[config.mk]
export PLATFORM = sky130hd
export DESIGN_NAME = bba_ctrl
export DESIGN_NICKNAME = d
export VERILOG_FILES = /design/src/rtl/bba_pkg.sv /design/src/rtl/bba_ctrl.sv
export SDC_FILE = /design/constraint.sdc
export NUM_CORES = 1
export LEC_CHECK = 0
export BUFFER_PORTS_ARGS = -buffer_cell sky130_fd_sc_hd__buf_2
export CAP_MARGIN = 25
export CORE_AREA = 4 4 41 43
export DETAILED_ROUTE_END_ITERATION = 10
export DIE_AREA = 0 0 45 47
export HOLD_SLACK_MARGIN = 0.15
export PLACE_DENSITY = 0.72
export SYNTH_ARGS = -nofsm -noshare
export SYNTH_HDL_FRONTEND = slang
export SYNTH_SLANG_ARGS = --single-unit
[constraint.sdc]
create_clock -name clk_i -period 2.49 [get_ports clk_i]
set_input_delay 0.498 -clock clk_i [delete_from_list [all_inputs] [get_ports clk_i]]
set_output_delay 0.498 -clock clk_i [all_outputs]
set_load 0.01 [all_outputs]
[src/rtl/bba_pkg.sv]
// Package for the bitmap block allocator: shared types, codes and command structs.
// No dependencies.
`timescale 1ns / 1ps
package bba_pkg;

  localparam int unsigned AddrW = 12;
  localparam int unsigned CntW  = 13;

  typedef enum logic [1:0] {
    ST_OK      = 2'd0,
    ST_SAME    = 2'd1,
    ST_RANGE   = 2'd2,
    ST_FULL    = 2'd3
  } status_e;

  typedef enum logic {
    KIND_ALLOC = 1'b0,
    KIND_FREE  = 1'b1
  } kind_e;

  // Controller to datapath.
  typedef struct packed {
    logic load;        // capture request
    logic scan_start;  // start segment scan from bit 0 (scan_map) or from target
    logic scan_map;    // scan segment 0 from bit 0
    logic scan_step;   // advance scan by one word
    logic rd_word;     // read word of bit under test (free / commit)
    logic commit;      // apply update and build result
    logic out_load;    // register result
  } bba_cmd_t;

  // Datapath to controller.
  typedef struct packed {
    logic scan_done;
    logic word_valid;  // read data of issued word is available
  } bba_sts_t;

endpackage

[src/rtl/bba_ctrl.sv]
// Controller state machine of the bitmap block allocator.
// Depends on bba_pkg.
`timescale 1ns / 1ps
module bba_ctrl (
  input  logic              clk_i,
  input  logic              rst_ni,
  input  logic              in_valid_i,
  output logic              in_ready_o,
  input  logic              kind_i,
  input  logic              need_map_i,
  input  logic              found_i,
  output logic              out_valid_o,
  input  logic              out_ready_i,
  input  bba_pkg::bba_sts_t sts_i,
  output bba_pkg::bba_cmd_t cmd_o
);
  import bba_pkg::*;

  typedef enum logic [6:0] {
    S_IDLE  = 7'b0000001,
    S_SCAN  = 7'b0000010,
    S_MSCAN = 7'b0000100,
    S_RD    = 7'b0001000,
    S_WAIT  = 7'b0010000,
    S_COMM  = 7'b0100000,
    S_OUT   = 7'b1000000
  } state_e;

  state_e state_q, state_d;
  logic   out_valid_q, out_valid_d;
  logic   kind_q;

  always_comb begin
    state_d     = state_q;
    out_valid_d = out_valid_q;
    cmd_o       = '0;
    if (out_valid_q && out_ready_i) begin
      out_valid_d = 1'b0;
    end
    case (state_q)
      S_IDLE: begin
        if (in_valid_i) begin
          cmd_o.load = 1'b1;
          if (kind_i == KIND_FREE) begin
            state_d = S_RD;
          end else begin
            cmd_o.scan_start = 1'b1;
            state_d = S_SCAN;
          end
        end
      end
      S_SCAN: begin
        if (sts_i.scan_done) begin
          if (!found_i && need_map_i) begin
            cmd_o.scan_start = 1'b1;
            cmd_o.scan_map   = 1'b1;
            state_d = S_MSCAN;
          end else begin
            state_d = S_COMM;
          end
        end else begin
          cmd_o.scan_step = 1'b1;
        end
      end
      S_MSCAN: begin
        if (sts_i.scan_done) begin
          state_d = S_COMM;
        end else begin
          cmd_o.scan_step = 1'b1;
        end
      end
      S_RD: begin
        cmd_o.rd_word = 1'b1;
        state_d = S_WAIT;
      end
      S_WAIT: begin
        if (sts_i.word_valid) begin
          state_d = S_COMM;
        end
      end
      S_COMM: begin
        cmd_o.commit = 1'b1;
        state_d = S_OUT;
      end
      S_OUT: begin
        if (!out_valid_q || out_ready_i) begin
          cmd_o.out_load = 1'b1;
          out_valid_d = 1'b1;
          state_d = S_IDLE;
        end
      end
      default: state_d = S_IDLE;
    endcase
  end

  always_ff @(posedge clk_i or negedge rst_ni) begin
    if (!rst_ni) begin
      state_q     <= S_IDLE;
      out_valid_q <= 1'b0;
      kind_q      <= 1'b0;
    end else begin
      state_q     <= state_d;
      out_valid_q <= out_valid_d;
      if (cmd_o.load) kind_q <= kind_i;
    end
  end

  assign in_ready_o  = (state_q == S_IDLE);
  assign out_valid_o = out_valid_q;

  // A free request never runs a scan.
  assert property (@(posedge clk_i) disable iff (!rst_ni)
    (state_q == S_SCAN) |-> kind_q == KIND_ALLOC)
    else $error("scan during free");
  // Result register loads only while it is empty or being drained.
  assert property (@(posedge clk_i) disable iff (!rst_ni)
    cmd_o.out_load |-> (!out_valid_q || out_ready_i))
    else $error("result overwritten");
  // Commit is always followed by the result stage.
  assert property (@(posedge clk_i) disable iff (!rst_ni)
    cmd_o.commit |=> state_q == S_OUT)
    else $error("commit not followed by output");
endmodule

# Word-level counts from Yosys, hierarchy flattened
# Index checks and enable logic that the tools add are counted.
[classes]
mux = 24
reduce_logical = 7
eq_ne = 12
[ops]
columns = ["cell", "count"]
rows = [
  ["$pmux 7 s7", 1],
  ["$mux 7", 5],
  ["$mux 1", 12],
  ["$ne 2x2->1 const B", 5],
  ["$eq 7x1->1 const B", 1],
  ["$eq 7x2->1 const B", 1],
  ["$eq 7x3->1 const B", 1],
  ["$eq 7x4->1 const B", 1],
  ["$eq 7x5->1 const B", 1],
  ["$eq 7x6->1 const B", 1],
  ["$eq 7x7->1 const B", 1],
  ["$mux 2", 3],
  ["$mux 6", 1],
  ["$reduce_and 5->1", 1],
  ["$mux 4", 1],
  ["$logic_and 1x1->1", 2],
  ["$logic_not 1->1", 2],
  ["$pmux 1 s2", 1],
  ["$reduce_or 2->1", 1],
  ["$logic_or 1x1->1", 1],
]
[totals]
wordCells = 45
ff_bits = 8
in_bits = 9
output_inout_bits = 9

# Depth between registers and ports, before layout
[depth]
depth_word = 5
ltp_mapped = 5
depth_no_buf = 4

# Least setup slack after synthesis
# OpenSTA, ideal clock, no wires.
[synth_timing]
kind = "register to output"
from = "register state_q[4]"
to = "output port cmd_o[5] in the netlist's numbering"
path_slack_ns = 0.637
required_time_ns = 1.992
path_stages_with_launch = 6
n_path_buf = 1
arrival_time_ns = 1.355
cell_sequence = "dfrtp_1 -> buf_2 -> nor4_4 -> and4_1 -> and2_1 -> o21bai_1"
[synth_lines]
columns = ["element", "line_no", "rtl"]
rows = [
  ["from (decl)", "bba_ctrl.sv:29", "state_e state_q, state_d;"],
  ["from (signal assigned)", "bba_ctrl.sv:102", "state_q <= state_d;"],
  ["to (decl)", "bba_ctrl.sv:15", "output bba_pkg::bba_cmd_t cmd_o"],
]

==> summary.txt <==
Status - finished, final reports clean
Max-slew headroom - 0.706
Critical Path RT - 1.99 ns
HP Class - in -> reg
Final Hold Fails - 0
CP top delay family - simple AND/OR/NAND/NOR gates
Total area of sequential cells - 201 um2
Total congestion overflow - 0
Syn_area_per_cell - 9.42 um2
Die width - 45 um
Fin Clk Skew - 0.00630 ns
Area growth, synth to finish - 16.9%
CTS tree - yes
Fraction of layout instances using a drive strength above 1 - 0.333
Most frequent cells in the layout - buf_2 (17), nor2_1 (9), dfrtp_1 (7), nand2_1 (5), o21ai_0 (4)
Peak supply drop - 626 uV
Metal2 WL - 639 um
Largest family of logic cells by synthesized area - simple AND/OR/NAND/NOR gates
Min-delay src - in_valid_i
Tot Pwr - 623 uW
Hpwl dp - 1020 um
H-tree depth - 1
Routed vias - 525
Initial antenna violation count - 0
Max Buffers Root-to-Sink - 2
GRT Util Overall - 0.132
CTS sink cnt - 8
Fin crit share - 0.915
Final Wtd Congestion - 0.729
Reg2Reg Depth - 4
Post-synthesis sequential area ratio - 0.324
Worst-margin pin slew - 0.441 ns
Flops & latches, synth - 8
Hold Path Depth - 2
Final Max Slew Viols - 0
Max stage delay cell, worst path - dfrtp_1
TritonCTS buffer count - 3
Filler cell count - 128
Bufs and invs on worst path - 1
Synth top area cells - dfrtp_1 (28%), nor2_1 (5.4%), dfstp_2 (4.2%), xor2_1 (4.2%), nand4b_4 (3.8%)
Core Region - 1300 um2
Initial DRC count - 9
Antenna-violating nets left - 0
Largest net degree at the start of global routing - 13
Buffer type at the clock tree root - clkbuf_4
Multi-input logic area - 374 um2
Final min period - 2.28 ns
Synth Area in XOR/XNOR - 0.0423
Leak pwr - 0.000372 uW
First-pass GRT wire length - 1970 um
Fin Setup TNS - 0 ns
Syn Std Cell Area - 622 um2
Final #Nets - 94
Placed cells - 94
Post-synth cell types - 32
Drt wl/cell - 13.5 um
Worst skew pair latency - 0.25 ns
Diode count - 0
Adder-Cell Fraction of Synth Area - 0
Drc violations - 0
Row cnt - 13
Top Ports - 18
Worst reg2reg startpoint - state_q[2]
Arr. time, crit path - 1.78 ns
Hold EP - state_q[0]
Cells after Synth - 66
Max cap viols - 0
Post-CTS setup repair buffer count - 0
Final Setup Violations - 0
Ys Warns - 0
Die H - 47 um
Vias in the first global route - 444
Drt via density - 5.30
R2R Path End - state_q[2]
Fin cells - 99
Hold WS - 0.440 ns
Top-area cell type share of the netlist area - 0.282
RSZ-0062 raised after global routing - false
Port buffer count - 17
Final WL - 1330 um
Crit path launch type - flop
Highest metal used - met4
Worst-path fanout max - 9
Power Density - 857 nW/um2
Post-synthesis mux area share - 0.0402
R2R setup slack - 0.87 ns
Clock-pin slew on the worst setup and hold paths - 0.07 ns
Initial core utilization - 0.478
Cell taking the most area after synthesis - dfrtp_1
CP peak stage delay - 0.51 ns
Max Clock Freq - 439 MHz
WL met3 - 60 um
CP Cell Sequence - nor4_4 -> and4_1 -> and2_1 -> o21bai_1 -> buf_2
M1 WL - 619 um
First-pass DRT Iterations - 4
Post-Synth Simple-Gate Area - 0.364
Kind of critical path - reg -> out
Die area - 2120 um2
Commonest non-fill, non-tap cell in the layout - buf_2
Synth Area in Compound Gates - 0.155
Worst setup EP type - primary output
Syn Nets - 75
[cells in the mapped netlist]
library cell	instances
a21oi_1	1
a21oi_2	1
and2_1	1
and3_1	3
and4_1	1
and4b_1	1
buf_2	1
buf_4	1
buf_6	2
dfrtp_1	7
dfstp_2	1
inv_1	3
mux2_4	1
mux2i_1	1
nand2_1	5
nand2b_1	3
nand4b_4	1
nor2_1	9
nor2b_1	2
nor3_1	3
nor3_4	1
nor4_4	1
nor4b_2	1
o211ai_1	1
o21ai_0	4
o21ai_1	1
o21bai_1	2
o22ai_1	1
o22ai_4	1
o2bb2ai_1	1
or2b_1	1
xor2_1	3
[worst register-to-register path: cells and delay by family, from the launching register on]
kind | cells | cell delay, ns
DFF | 1 | 0.51
and+or+nand+nor | 2 | 0.44
muxes | 1 | 0.33
AOI/OAI and AO/OA | 1 | 0.24
[worst max-delay path by stage]
| stage | cells after the start | startpoint | slack [ns] | end |
|---|---|---|---|---|
| after global placement | 5 | state_q[2] | 0.54 | cmd_o[5] |
| after CTS | 5 | state_q[2] | 0.20 | cmd_o[5] |
| final | 5 | state_q[2] | 0.21 | cmd_o[5] |
| after detailed placement | 5 | state_q[2] | 0.49 | cmd_o[5] |
| after floorplan | 5 | state_q[4] | 0.64 | cmd_o[5] |
| after global routing | 5 | state_q[2] | 0.11 | cmd_o[5] |
[cell type report]
| class | instances | share of cell area |
|---|---|---|
| clock buffer | 4 | 0.0361 |
| multi-input combinational | 51 | 0.515 |
| sequential | 8 | 0.277 |
| timing repair buffer | 18 | 0.131 |
| inverter | 3 | 0.0155 |
| tap | 15 | 0.0258 |
[registers in the layout, summed over array words and instances, names as in the netlist]
signal and cells:
state_q 7, out_valid_o 1
[routing by layer]
metal | vias to the layer above | global-route usage
met5 | - | 0
met4 | 0 | 0.0175
met3 | 2 | 0.0383
met2 | 16 | 0.220
met1 | 241 | 0.175
li1 | 266 | -
[cells by family after synthesis]
logic type | count (synthesis)
xor gates and xnor gates | 3
buffers and inverters | 7
AOI/OAI and AO/OA | 13
muxes | 2
DFF | 8
and+or+nand+nor | 33
[report_power, final]
| group | total, uW | switching [uW] | internal, uW | leakage [uW] |
|---|---|---|---|---|
| combinational | 285 | 150 | 135 | 0.000250 |
| sequential | 227 | 66.2 | 161 | 0.000107 |
| clock | 111 | 49.6 | 61.6 | 0.0000150 |
[stage by stage]
stage           util  worst slack [ns]  instance area (um2)
2_1_floorplan      -             0.637                  622
3_3_place_gp   0.531             0.536                  691
3_5_place_dp   0.531             0.488                  691
4_1_cts        0.559             0.201                  727
5_1_grt        0.559             0.109                  727
6_report       0.559             0.212                  727
[what timing repair did]
action	CTS	global route
hold buffers	1	0
resized for setup	0	0
hold endpoints to repair	7	0
No activity file was read; power rests on OpenSTA's default activity.
